--- config.mk ---
export PLATFORM = sky130hd
export DESIGN_NAME = grid_neighbor_offset_enumerator
export DESIGN_NICKNAME = d
export VERILOG_FILES = /design/src/design/gnoe_pkg.sv /design/src/design/gnoe_ctrl.sv /design/src/design/gnoe_dp.sv /design/src/design/grid_neighbor_offset_enumerator.sv
export VERILOG_INCLUDE_DIRS = /design/src /design/src/design
export SDC_FILE = /design/constraint.sdc
export NUM_CORES = 1
export LEC_CHECK = 0
export ABC_AREA = 1
export BUFFER_PORTS_ARGS = -buffer_cell sky130_fd_sc_hd__buf_2
export CAP_MARGIN = 20
export CORE_ASPECT_RATIO = 0.5
export CORE_MARGIN = 2
export CORE_UTILIZATION = 39
export CTS_CLUSTER_DIAMETER = 100
export DETAILED_ROUTE_END_ITERATION = 7
export PLACE_DENSITY = 0.6
export SETUP_SLACK_MARGIN = 0.2
export SYNTH_ARGS = -nofsm -noshare
export SYNTH_HDL_FRONTEND = slang
export SYNTH_HIERARCHICAL = 1
export SYNTH_SLANG_ARGS = --single-unit
--- constraint.sdc ---
create_clock -name clk_i -period 18.1 [get_ports clk_i]
set_input_delay 1.81 -clock clk_i [delete_from_list [all_inputs] [get_ports clk_i]]
set_output_delay 1.81 -clock clk_i [all_outputs]
set_load 0.1 [all_outputs]
--- src/design/grid_neighbor_offset_enumerator_defines.svh ---
// Assertion macros shared by the grid neighbour enumerator.
// Each check is sampled on the rising edge of clk_i and is switched off during reset.
`ifndef GRID_NEIGHBOR_OFFSET_ENUMERATOR_DEFINES_SVH
`define GRID_NEIGHBOR_OFFSET_ENUMERATOR_DEFINES_SVH

`ifndef ASSERT_OFF
`define GNOE_ASSERT_SAME(lbl, ante, cons, msg) \
  lbl: assert property (@(posedge clk_i) disable iff (!rst_ni) (ante) |-> (cons)) \
    else $error(msg);
`define GNOE_ASSERT_NEXT(lbl, ante, cons, msg) \
  lbl: assert property (@(posedge clk_i) disable iff (!rst_ni) (ante) |=> (cons)) \
    else $error(msg);
`else
`define GNOE_ASSERT_SAME(lbl, ante, cons, msg)
`define GNOE_ASSERT_NEXT(lbl, ante, cons, msg)
`endif

`endif

--- src/design/gnoe_pkg.sv ---
package gnoe_pkg;

  localparam int unsigned CELL_W     = 20;
  localparam int unsigned SIDE_W     = 11;
  localparam int unsigned SQ_W       = 2 * SIDE_W;
  localparam int unsigned OFF_W      = 13;
  localparam int unsigned OFF_WIDE_W = 14;
  localparam int unsigned SLOT_W     = 4;
  localparam int unsigned ICLS_W     = 4;
  localparam int unsigned OCLS_W     = 5;
  localparam int unsigned N_INNER    = 8;
  localparam int unsigned N_OUTER    = 16;
  localparam int unsigned N_SLOTS    = N_INNER + N_OUTER;
  localparam int unsigned SEL_W      = $clog2(N_SLOTS);
  localparam int unsigned CNT_W      = $clog2(CELL_W);

  localparam logic [SIDE_W-1:0] SIDE_RESET = 11'd256;
  localparam logic [SIDE_W-1:0] SIDE_MIN   = 11'd5;

  // Stream payload layout.
  localparam int unsigned S_TDATA_W  = 24;
  localparam int unsigned M_TDATA_W  = 48;
  localparam int unsigned M_SLOT_LSB = 0;
  localparam int unsigned M_OFF_LSB  = M_SLOT_LSB + SLOT_W;
  localparam int unsigned M_NBR_LSB  = M_OFF_LSB + OFF_W;
  localparam int unsigned M_ICLS_LSB = M_NBR_LSB + CELL_W;
  localparam int unsigned M_OCLS_LSB = M_ICLS_LSB + ICLS_W;
  localparam int unsigned M_PAD_LSB  = M_OCLS_LSB + OCLS_W;

  typedef enum logic [1:0] {
    ST_IDLE,
    ST_DIV,
    ST_CLASS,
    ST_EMIT
  } state_e;

  // Position class of a row or a column within the grid.
  typedef enum logic [2:0] {
    CLS_FIRST,
    CLS_SECOND,
    CLS_MIDDLE,
    CLS_PENULT,
    CLS_LAST
  } cls_e;

  typedef struct packed {
    logic load;
    logic step;
    logic classify;
    logic emit;
  } cmd_t;

  typedef struct packed {
    logic div_last;
    logic out_free;
    logic pend_last;
  } status_t;

  localparam logic [N_INNER-1:0] INNER_MASK [9] = '{
    8'hD0, 8'hF8, 8'h68,
    8'hD6, 8'hFF, 8'h6B,
    8'h16, 8'h1F, 8'h0B
  };

  localparam logic [N_OUTER-1:0] OUTER_MASK [25] = '{
    16'hE500, 16'hF500, 16'hFF80, 16'h7A80, 16'h3A80,
    16'hE540, 16'hF540, 16'hFFE0, 16'h7AA0, 16'h3AA0,
    16'hE55C, 16'hF55E, 16'hFFFF, 16'h7AAF, 16'h3AA7,
    16'h055C, 16'h055E, 16'h07FF, 16'h02AF, 16'h02A7,
    16'h015C, 16'h015E, 16'h01FF, 16'h00AF, 16'h00A7
  };

  // Row and column steps of every slot: the eight inner slots, then the sixteen outer ones.
  localparam logic signed [2:0] SLOT_DY [N_SLOTS] = '{
    -3'sd1, -3'sd1, -3'sd1, 3'sd0, 3'sd0, 3'sd1, 3'sd1, 3'sd1,
    -3'sd2, -3'sd2, -3'sd2, -3'sd2, -3'sd2, -3'sd1, -3'sd1, 3'sd0,
    3'sd0, 3'sd1, 3'sd1, 3'sd2, 3'sd2, 3'sd2, 3'sd2, 3'sd2
  };

  localparam logic signed [2:0] SLOT_DX [N_SLOTS] = '{
    -3'sd1, 3'sd0, 3'sd1, -3'sd1, 3'sd1, -3'sd1, 3'sd0, 3'sd1,
    -3'sd2, -3'sd1, 3'sd0, 3'sd1, 3'sd2, -3'sd2, 3'sd2, -3'sd2,
    3'sd2, -3'sd2, 3'sd2, -3'sd2, -3'sd1, 3'sd0, 3'sd1, 3'sd2
  };

endpackage

--- src/design/gnoe_ctrl.sv ---
module gnoe_ctrl import gnoe_pkg::*; (
  input  logic    clk_i,
  input  logic    rst_ni,
  input  logic    s_valid_i,
  input  status_t status_i,
  output logic    s_ready_o,
  output cmd_t    cmd_o
);

  state_e state_q, state_d;

  always_ff @(posedge clk_i or negedge rst_ni) begin
    if (!rst_ni) begin
      state_q <= ST_IDLE;
    end else begin
      state_q <= state_d;
    end
  end

  always_comb begin
    state_d = state_q;
    unique case (state_q)
      ST_IDLE: begin
        if (s_valid_i) state_d = ST_DIV;
      end
      ST_DIV: begin
        if (status_i.div_last) state_d = ST_CLASS;
      end
      ST_CLASS: begin
        state_d = ST_EMIT;
      end
      ST_EMIT: begin
        if (status_i.out_free && status_i.pend_last) state_d = ST_IDLE;
      end
      default: begin
        state_d = ST_IDLE;
      end
    endcase
  end

  always_comb begin
    cmd_o     = '0;
    s_ready_o = 1'b0;
    unique case (state_q)
      ST_IDLE: begin
        s_ready_o   = 1'b1;
        cmd_o.load  = s_valid_i;
      end
      ST_DIV: begin
        cmd_o.step = 1'b1;
      end
      ST_CLASS: begin
        cmd_o.classify = 1'b1;
      end
      ST_EMIT: begin
        cmd_o.emit = status_i.out_free;
      end
      default: begin
        cmd_o = '0;
      end
    endcase
  end

endmodule

--- src/design/gnoe_dp.sv ---
module gnoe_dp import gnoe_pkg::*; (
  input  logic                     clk_i,
  input  logic                     rst_ni,
  input  cmd_t                     cmd_i,
  input  logic [SIDE_W-1:0]        side_i,
  input  logic [CELL_W-1:0]        cell_i,
  input  logic                     m_ready_i,
  output status_t                  status_o,
  output logic                     m_valid_o,
  output logic                     ring_o,
  output logic [SLOT_W-1:0]        slot_o,
  output logic signed [OFF_W-1:0]  offset_o,
  output logic [CELL_W-1:0]        nbr_o,
  output logic [ICLS_W-1:0]        icls_o,
  output logic [OCLS_W-1:0]        ocls_o,
  output logic                     last_o
);

  logic [CELL_W-1:0]  center_q;
  logic [CELL_W-1:0]  div_q;
  logic [SIDE_W-1:0]  rem_q, rem_d;
  logic [CNT_W-1:0]   cnt_q;
  logic [SQ_W-1:0]    sq_q;
  logic [N_SLOTS-1:0] pend_q;
  logic [ICLS_W-1:0]  icls_q, icls_d;
  logic [OCLS_W-1:0]  ocls_q, ocls_d;

  logic                     out_valid_q;
  logic                     out_ring_q, out_last_q;
  logic [SLOT_W-1:0]        out_slot_q;
  logic signed [OFF_W-1:0]  out_off_q;
  logic [CELL_W-1:0]        out_nbr_q;
  logic [ICLS_W-1:0]        out_icls_q;
  logic [OCLS_W-1:0]        out_ocls_q;

  // Restoring remainder step: one dividend bit per cycle, most significant first.
  logic [SIDE_W:0] trial, trial_diff;
  logic            trial_ge;

  assign trial      = {rem_q, div_q[CELL_W-1]};
  assign trial_ge   = trial >= {1'b0, side_i};
  assign trial_diff = trial - {1'b0, side_i};
  assign rem_d      = trial_ge ? trial_diff[SIDE_W-1:0] : trial[SIDE_W-1:0];

  // Row and column classification once the remainder is known.
  logic [SQ_W-1:0]   center_w, side_w, side2_w, last_start, pen_start;
  logic [SIDE_W-1:0] side_m1, side_m2;
  cls_e              row_cls, col_cls;
  logic [1:0]        row_cls1, col_cls1;

  assign center_w   = SQ_W'(center_q);
  assign side_w     = SQ_W'(side_i);
  assign side2_w    = SQ_W'({side_i, 1'b0});
  assign last_start = sq_q - side_w;
  assign pen_start  = sq_q - side2_w;
  assign side_m1    = side_i - SIDE_W'(1);
  assign side_m2    = side_i - SIDE_W'(2);

  always_comb begin
    priority if (center_w < side_w) begin
      row_cls = CLS_FIRST;
    end else if (center_w < side2_w) begin
      row_cls = CLS_SECOND;
    end else if (center_w >= last_start) begin
      row_cls = CLS_LAST;
    end else if (center_w >= pen_start) begin
      row_cls = CLS_PENULT;
    end else begin
      row_cls = CLS_MIDDLE;
    end

    priority if (rem_q == '0) begin
      col_cls = CLS_FIRST;
    end else if (rem_q == SIDE_W'(1)) begin
      col_cls = CLS_SECOND;
    end else if (rem_q == side_m2) begin
      col_cls = CLS_PENULT;
    end else if (rem_q == side_m1) begin
      col_cls = CLS_LAST;
    end else begin
      col_cls = CLS_MIDDLE;
    end

    // The inner ring only knows first, inner and last.
    row_cls1 = (row_cls == CLS_FIRST) ? 2'd0 : ((row_cls == CLS_LAST) ? 2'd2 : 2'd1);
    col_cls1 = (col_cls == CLS_FIRST) ? 2'd0 : ((col_cls == CLS_LAST) ? 2'd2 : 2'd1);
    icls_d   = ICLS_W'(row_cls1) * ICLS_W'(3) + ICLS_W'(col_cls1);
    ocls_d   = OCLS_W'(row_cls) * OCLS_W'(5) + OCLS_W'(col_cls);
  end

  // Pick the lowest pending slot and form its offset.
  logic [SEL_W-1:0]              sel;
  logic [SEL_W-1:0]              sel_outer;
  logic [N_SLOTS-1:0]            pend_rest;
  logic                          sel_ring;
  logic signed [OFF_WIDE_W-1:0]  dy_w, dx_w, s_w, off_wide;

  always_comb begin
    sel = '0;
    for (int i = N_SLOTS - 1; i >= 0; i--) begin
      if (pend_q[i]) sel = SEL_W'(i);
    end
  end

  assign pend_rest = pend_q & (pend_q - N_SLOTS'(1));
  assign sel_ring  = sel >= SEL_W'(N_INNER);
  assign sel_outer = sel - SEL_W'(N_INNER);
  assign dy_w      = OFF_WIDE_W'(SLOT_DY[sel]);
  assign dx_w      = OFF_WIDE_W'(SLOT_DX[sel]);
  assign s_w       = signed'(OFF_WIDE_W'(side_i));
  assign off_wide  = dy_w * s_w + dx_w;

  always_ff @(posedge clk_i or negedge rst_ni) begin
    if (!rst_ni) begin
      cnt_q       <= '0;
      pend_q      <= '0;
      out_valid_q <= 1'b0;
    end else begin
      if (cmd_i.load) begin
        cnt_q <= '0;
      end else if (cmd_i.step) begin
        cnt_q <= cnt_q + CNT_W'(1);
      end

      if (cmd_i.classify) begin
        pend_q <= {OUTER_MASK[ocls_d], INNER_MASK[icls_d]};
      end else if (cmd_i.emit) begin
        pend_q <= pend_rest;
      end

      if (cmd_i.emit) begin
        out_valid_q <= 1'b1;
      end else if (m_ready_i) begin
        out_valid_q <= 1'b0;
      end
    end
  end

  always_ff @(posedge clk_i) begin
    if (cmd_i.load) begin
      center_q <= cell_i;
      div_q    <= cell_i;
      rem_q    <= '0;
      sq_q     <= side_w * side_w;
    end else if (cmd_i.step) begin
      div_q <= div_q << 1;
      rem_q <= rem_d;
    end

    if (cmd_i.classify) begin
      icls_q <= icls_d;
      ocls_q <= ocls_d;
    end

    if (cmd_i.emit) begin
      out_ring_q <= sel_ring;
      out_slot_q <= sel_ring ? SLOT_W'(sel_outer) : SLOT_W'(sel);
      out_off_q  <= off_wide[OFF_W-1:0];
      out_nbr_q  <= center_q + CELL_W'(off_wide);
      out_icls_q <= icls_q;
      out_ocls_q <= ocls_q;
      out_last_q <= pend_rest == '0;
    end
  end

  assign status_o.div_last  = cnt_q == CNT_W'(CELL_W - 1);
  assign status_o.out_free  = !out_valid_q || m_ready_i;
  assign status_o.pend_last = pend_rest == '0;

  assign m_valid_o = out_valid_q;
  assign ring_o    = out_ring_q;
  assign slot_o    = out_slot_q;
  assign offset_o  = out_off_q;
  assign nbr_o     = out_nbr_q;
  assign icls_o    = out_icls_q;
  assign ocls_o    = out_ocls_q;
  assign last_o    = out_last_q;

endmodule

--- src/design/grid_neighbor_offset_enumerator.sv ---
// Channel        Direction  Beat contents
// cfg_we_i       in         cfg_wdata_i: grid_side
// s_axis         in         tdata: cell_index
// m_axis         out        tuser: ring; tdata: slot, offset, neighbor_index, inner_class,
//                           outer_class; tlast: last
//
// A cell is accepted, its column remainder is formed in the bit-serial divider, it is
// classified, then one result (8 to 24) is emitted per cycle while the output is not stalled.
// The output register frees the next accept.
// Reset clears the controller and output valid, and sets grid_side to 256.
// A stalled output holds the current beat and pauses the emission of further results.
`include "grid_neighbor_offset_enumerator_defines.svh"

module grid_neighbor_offset_enumerator import gnoe_pkg::*; #(
  parameter int unsigned MAX_SIDE = 1024
) (
  input  logic                 clk_i,
  input  logic                 rst_ni,
  input  logic                 cfg_we_i,
  input  logic [SIDE_W-1:0]    cfg_wdata_i,     // grid_side
  input  logic                 s_axis_tvalid,
  output logic                 s_axis_tready,
  input  logic [S_TDATA_W-1:0] s_axis_tdata,    // [19:0] cell_index
  output logic                 m_axis_tvalid,
  input  logic                 m_axis_tready,
  // [3:0] slot, [16:4] offset, [36:17] neighbor_index, [40:37] inner_class,
  // [45:41] outer_class, [47:46] zero
  output logic [M_TDATA_W-1:0] m_axis_tdata,
  output logic                 m_axis_tuser,    // [0] ring
  output logic                 m_axis_tlast
);

  localparam logic [SIDE_W+1:0] MaxSide = (SIDE_W + 2)'(MAX_SIDE);

  logic [SIDE_W-1:0] side_q;
  logic [SIDE_W-1:0] side_eff;

  always_ff @(posedge clk_i or negedge rst_ni) begin
    if (!rst_ni) begin
      side_q <= SIDE_RESET;
    end else if (cfg_we_i) begin
      side_q <= cfg_wdata_i;
    end
  end

  // Saturate the side into the supported range.
  always_comb begin
    priority if (side_q < SIDE_MIN) begin
      side_eff = SIDE_MIN;
    end else if ({2'b00, side_q} > MaxSide) begin
      side_eff = MaxSide[SIDE_W-1:0];
    end else begin
      side_eff = side_q;
    end
  end

  cmd_t    cmd;
  status_t status;

  logic                    ring;
  logic [SLOT_W-1:0]       slot;
  logic signed [OFF_W-1:0] offset;
  logic [CELL_W-1:0]       nbr;
  logic [ICLS_W-1:0]       icls;
  logic [OCLS_W-1:0]       ocls;

  gnoe_ctrl u_ctrl (
    .clk_i     (clk_i),
    .rst_ni    (rst_ni),
    .s_valid_i (s_axis_tvalid),
    .status_i  (status),
    .s_ready_o (s_axis_tready),
    .cmd_o     (cmd)
  );

  gnoe_dp u_dp (
    .clk_i     (clk_i),
    .rst_ni    (rst_ni),
    .cmd_i     (cmd),
    .side_i    (side_eff),
    .cell_i    (s_axis_tdata[CELL_W-1:0]),
    .m_ready_i (m_axis_tready),
    .status_o  (status),
    .m_valid_o (m_axis_tvalid),
    .ring_o    (ring),
    .slot_o    (slot),
    .offset_o  (offset),
    .nbr_o     (nbr),
    .icls_o    (icls),
    .ocls_o    (ocls),
    .last_o    (m_axis_tlast)
  );

  assign m_axis_tuser = ring;
  assign m_axis_tdata = {(M_TDATA_W - M_PAD_LSB)'(0), ocls, icls, nbr, offset, slot};

  `GNOE_ASSERT_NEXT(a_busy_after_accept, s_axis_tvalid && s_axis_tready, !s_axis_tready, "input accepted while a cell was still in progress")
  `GNOE_ASSERT_SAME(a_frame_open_busy, m_axis_tvalid && !m_axis_tlast, !s_axis_tready, "ready for a new cell before its last result was formed")
  `GNOE_ASSERT_SAME(a_class_range, m_axis_tvalid, (icls <= ICLS_W'(8)) && (ocls <= OCLS_W'(24)), "boundary class out of range")
  `GNOE_ASSERT_SAME(a_inner_slot, m_axis_tvalid && !m_axis_tuser, slot < SLOT_W'(N_INNER), "inner ring result with an outer slot number")

endmodule
# After elaboration in Yosys (flattened, before gate mapping)
# Memory sizes are Yosys's and may differ from the RTL's.
# Index checks and enable logic that the tools add are counted.
# totals
ff_bits	173
mem_bits_ro	832
in_bits	40
memories	4
# mem_list
memory	depth	width	read_ports	rd_ports_with_merged_regs	wr	line	rtl
(name not given)	32	16	1	0	0	gnoe_dp.sv:126	pend_q <= {OUTER_MASK[ocls_d], INNER_MASK[icls_d]};
(name not given)	16	8	1	0	0	gnoe_dp.sv:126	
(name not given)	32	3	1	0	0	gnoe_dp.sv:109	assign dx_w = OFF_WIDE_W'(SLOT_DX[sel]);
(name not given)	32	3	1	0	0	gnoe_dp.sv:108	assign dy_w = OFF_WIDE_W'(SLOT_DY[sel]);
# classes
add_sub_neg	12
n_mul	4
order_cmp	11
n_eq_ne	12
mux	65
bitwise	4
reduce_logical	12
# op_table
op	n
$mux W5	26
$mux W24	2
$ge A20 B22 Y1	2
$mux W20	2
$mux W11	3
$mux W3	11
$mux W16	2
$and A24 B24 Y24	1
$logic_not A24 Y1	1
$sub A24 B1 Y24 const B	1
$eq A11 B11 Y1	2
$mul A11 B11 Y22	1
$sub A22 B11 Y22	1
$sub A22 B12 Y22	1
$add A20 B20 Y20	1
$lt A20 B11 Y1	1
$lt A20 B12 Y1	1
$mux W8	2
$add A14 B3 Y14	1
$mul A3 B12 Y14	1
$mux W2	7
$ge A12 B11 Y1	1
$ge A6 B6 Y1 const B	2
$not A5 Y6	2
other kinds (32)	45

# Logic depth before layout (Yosys ltp)
# logic_depth
word_depth	31
mapped_depth	64
depth_no_buf	64

# By module
# The synthesis kept the hierarchy.
# modules_own_cells
module	instances	cells_per_inst	area_per_inst_um2	seq_area_each_um2
gnoe_dp	1	1900	15969.1	4514.3
grid_neighbor_offset_enumerator	1	79	591.8	276.5
gnoe_ctrl	1	28	201.4	50.0

# Worst setup path before layout
# No wires, ideal clock.
# synth_path
path_type	flip-flop to flip-flop
start	reg u_dp.pend_q[22]
end	reg u_dp.out_nbr_q[19] (netlist: u_dp/nbr_o[19]) (data pin)
setup_ns	0.253
t_arrival_ns	7.138
required_ns	17.847
path_slack_ns	10.709
stages_incl_launch_ff	64
path_buffers	1
path_cell_list	dfrtp_1 > inv_1 > nand2_1 > nand2_1 > nand2_1 > nand2_1 > nand2_1 > nand2_1 > nand2_1 > nand2_1 > nand2_1 > nand2_1 > nand2_1 > nand2_1 > nand2_1 > nand2_1 > nand2_1 > nand2_1 > [28 not listed] > o21ai_0 > a21o_1 > a21oi_1 > xor2_1 > inv_1 > nand2_1 > nand2_1 > ha_1 > nand3_1 > nand2_1 > nand3_1 > nand2_1 > nand3_1 > nand2_1 > xor2_1 > inv_1 > nand3_1 > nand2_1
# synth_via
elab_chain_len	30
word_cells_on_any_way	33
classes_between	add/sub (2); mul (1); mux (27); bitwise (1); memory (2)
# synth_rtl
item	line	rtl
start, declared	gnoe_dp.sv:24	logic [N_SLOTS-1:0] pend_q;
start signal, assigned	gnoe_dp.sv:126	
start signal, assigned	gnoe_dp.sv:128	pend_q <= pend_rest;
$mux W5 * (23 in series)	gnoe_dp.sv:101	if (pend_q[i]) sel = SEL_W'(i);
named net u_dp.sel[0]	gnoe_dp.sv:92	logic [SEL_W-1:0] sel;
$not A5 Y6 (not written as such) *	gnoe_dp.sv:108, gnoe_dp.sv:109	
$mem_v2 Z32 W3	n/a	
$mux W3 (not written as such) (2 in series)	gnoe_dp.sv:108	
$mul A3 B12 Y14	gnoe_dp.sv:111	assign off_wide = dy_w * s_w + dx_w;
$add A14 B3 Y14 *	gnoe_dp.sv:111	
$add A20 B20 Y20 *	gnoe_dp.sv:159	out_nbr_q <= center_q + CELL_W'(off_wide);
end signal, assigned	gnoe_dp.sv:159	
end, declared	gnoe_dp.sv:32	logic [CELL_W-1:0] out_nbr_q;
# The timed path passes the listed nets; every way through them passes the cells marked *. The select of a mux whose other input is x is not followed.
# A chain may end at the register's enable or synchronous reset.

# Final worst setup path
# Same ends and word-level chain as after synthesis.

==> impl_results.md <==
* Vias in the first global route at 13.0k
* Post-Route WL at 40000 um
* Placed cell areas at roughly 18000 um^2
* Resize count post-CTS at 0
* Ys async rst share at 0.250
* Top cell type's share of synthesized area at 0.211
* Final worst slack at around 9.6 ns
* Post-Layout Cell Count at 2677
* Num Clock Sinks at around 170
* CP peak stage delay at between 0.5 and 0.6 ns
* # Max-Cap Violations at 0
* Crit path max-delay family: simple AND/OR/NAND/NOR gates
* H-tree depth at 4
* Place WS at 9.59 ns
* Global-route wire length before repair at between 60000 and 70000 um
* Number of port buffers at 85
* Max transition margin at 0.348
* Core Box Area at 42200 um^2
* DRT antenna net count at 0
* Initial DRT Pass Iterations at 5
* Syn. warnings at 6
* Unrepaired setup endpoints after global routing: false
* Post-CTS Setup Repair Bufs at 0
* Initial core utilization at 0.397
* Vias at 13.2k
* Final #Nets at 2445
* Slew @ Worst Pin at 0.971 ns
* Wirelength per Cell at 14.9 um
* Total CTS buffers at 17
* Post-layout min period at ~8.5 ns
* Root buf cell: clkbuf_16
* Boundary pin count at a little over 90
* Skew-Pair Late Insertion Delay at 0.45 ns
* Most used cell, CP: nand2_1
* Layout cells sized above 1 at 0.0862
* Final hold violations at 0
* Critical path's slowest cell: fa_1
* Initial DRC count at 750
* Hold buffers post-CTS at 0
* Fillers at 4245
* Largest area contributor in the netlist: edfxtp_1
* Cell variety after synth at around 60
* Worst Path Buf+Inv at 7
* Worst endpoint required time at 18.31 ns
* Clock Skews at 0.0117 ns
* Outcome: complete, no violations
* Num rows at 53
* Post-synth top flop: edfxtp_1
* N_diodes at 0
* CTS tree: built
* GRT Util Overall at 0.186
* Synth Instances at 2007
* Slew Viols, Final at 0
* Total negative slack at 0 ns
* Startpoint Class: register
* Initial antenna violation count at 0
* Register bit total from synthesis at 172
* Top-count cell post-synth: nand2_1
* Final setup viols at 0
* Chip Width at 297 um
* Clock-pin slew on the worst setup and hold paths at 0.07 ns
* Kind of critical path: reg -> reg
* Synth Cell Area at 16800 um^2
* Arr. time, crit path at 8.74 ns
* Overflow after GRT at 0
* Sequential share of the synthesized area at 0.289
* CTS Buffer Depth at 2
* Synth area leaders: edfxtp_1, ha_1, fa_1, nand2_1, inv_1
* Layout overhead on the synthesized area at 10.1%
* Min-Delay Path Class: reg -> reg
* Post-synth EDFFs at 118
* Fmax at 117 MHz
* Final instance area at around 18000 um^2
* Synth top cells by count: nand2_1, inv_1, ha_1, nor2_1, a21oi_1
* Critical Path End Type: register
* CP max FO at 13
* Final Wtd Congestion at about 0.85
* Placed insts at 2645
* Final Cycle Share at 0.471
* Largest net degree at the start of global routing at 77
* Die Area at 44800 um^2
* DRC at 0
* R2R setup slack at around 9.6 ns
* DR vias/cell at 4.93
* Detailed placer's ending HPWL at approximately 31000 um
* Syn Area/Cell at 8.35 um^2
* Die Y at 151 um
worst register-to-register path: cells and delay by family, from the launching register on:
| family | cells | cell delay (ns) |
|---|---|---|
| simple gates | 38 | 3.09 |
| fa+ha+maj | 6 | 2.28 |
| compound gates | 9 | 1.41 |
| buf+inv | 7 | 0.73 |
| flops | 1 | 0.41 |
| xor+xnor | 2 | 0.38 |
state kept, by name, summed over array words and instances, names as in the netlist, 11 cells and up:
signal         count
u_dp/offset_o     13
u_dp/center_q     20
side_q            11
u_dp/nbr_o        20
u_dp/rem_q        11
u_dp/div_q        20
u_dp/pend_q       24
u_dp/sq_q         21
path summary, 6_finish.rpt:
kind,from,endpoint,cells past startpoint
setup / recovery,u_dp/pend_q[22]$_DFFE_PN0P_,u_dp/nbr_o[19]$_DFFE_PP_,62
hold / removal,u_dp/icls_q[2]$_DFFE_PP_,u_dp/icls_o[2]$_DFFE_PP_,0
setup reg to reg,u_dp/pend_q[22]$_DFFE_PN0P_,u_dp/nbr_o[19]$_DFFE_PP_,62
hold reg to reg,u_dp/icls_q[2]$_DFFE_PP_,u_dp/icls_o[2]$_DFFE_PP_,0
max in group asynchronous,rst_ni,u_dp/pend_q[2]$_DFFE_PN0P_,2
min in group asynchronous,rst_ni,side_q[6]$_DFFE_PN0P_,2
per-layer routing:
layer / wire (um) / track usage / up-vias
met5: 0 / 0 / -
met4: 257 / 0.0298 / 0
met3: 1410 / 0.0290 / 14
met2: 18900 / 0.326 / 217
met1: 19500 / 0.249 / 6224
li1: - / - / 6736
kinds of logic after synthesis:
kind of cell             share of synthesized area
AO/OA/AOI/OAI                                0.109
XOR/XNOR                                    0.0632
multiplexers                               0.00202
flip-flops                                   0.289
AND/OR/NAND/NOR                              0.174
other                                     0.000224
buffers and inverters                       0.0849
adder cells (fa/ha/maj)                      0.278
through the flow:
step	utilization	hold slack [ns]
after global routing	0.437	0.424
after CTS	0.437	0.419
after floorplan	-	0.400
after global placement	0.424	0.402
after detailed placement	0.424	0.405
final	0.437	0.416
final cells by class:
class	instances	area [um^2]	share of cell area
tap	577	722	0.0391
sequential	172	4840	0.262
timing repair buffer	102	553	0.0300
clock inverter	15	161	0.00875
inverter	331	1240	0.0675
multi-input combinational	1463	10500	0.569
clock buffer	17	425	0.0231
cells in the final DEF, fill, tap and decap left out, types with 6 or more instances in the layout:
cell,n
buf_4,17
dfxtp_1,11
nor3_1,23
a31oi_1,16
clkbuf_16,17
o21ai_1,8
a21oi_1,125
edfxtp_1,118
dfrtp_1,42
xnor2_1,42
o21bai_1,10
buf_2,85
clkinv_1,6
fa_1,91
nor4_1,10
ha_1,227
nor2_2,6
inv_1,319
xor2_1,79
o211ai_1,13
o22ai_1,8
nand2_1,391
nand3_1,50
nor2_1,182
o21ai_0,90
nand2_2,10
nand4_1,17
Power is left out: the tool's default activity adds up to more than one toggle a clock period on the data nets, which glitch-free logic cannot reach.
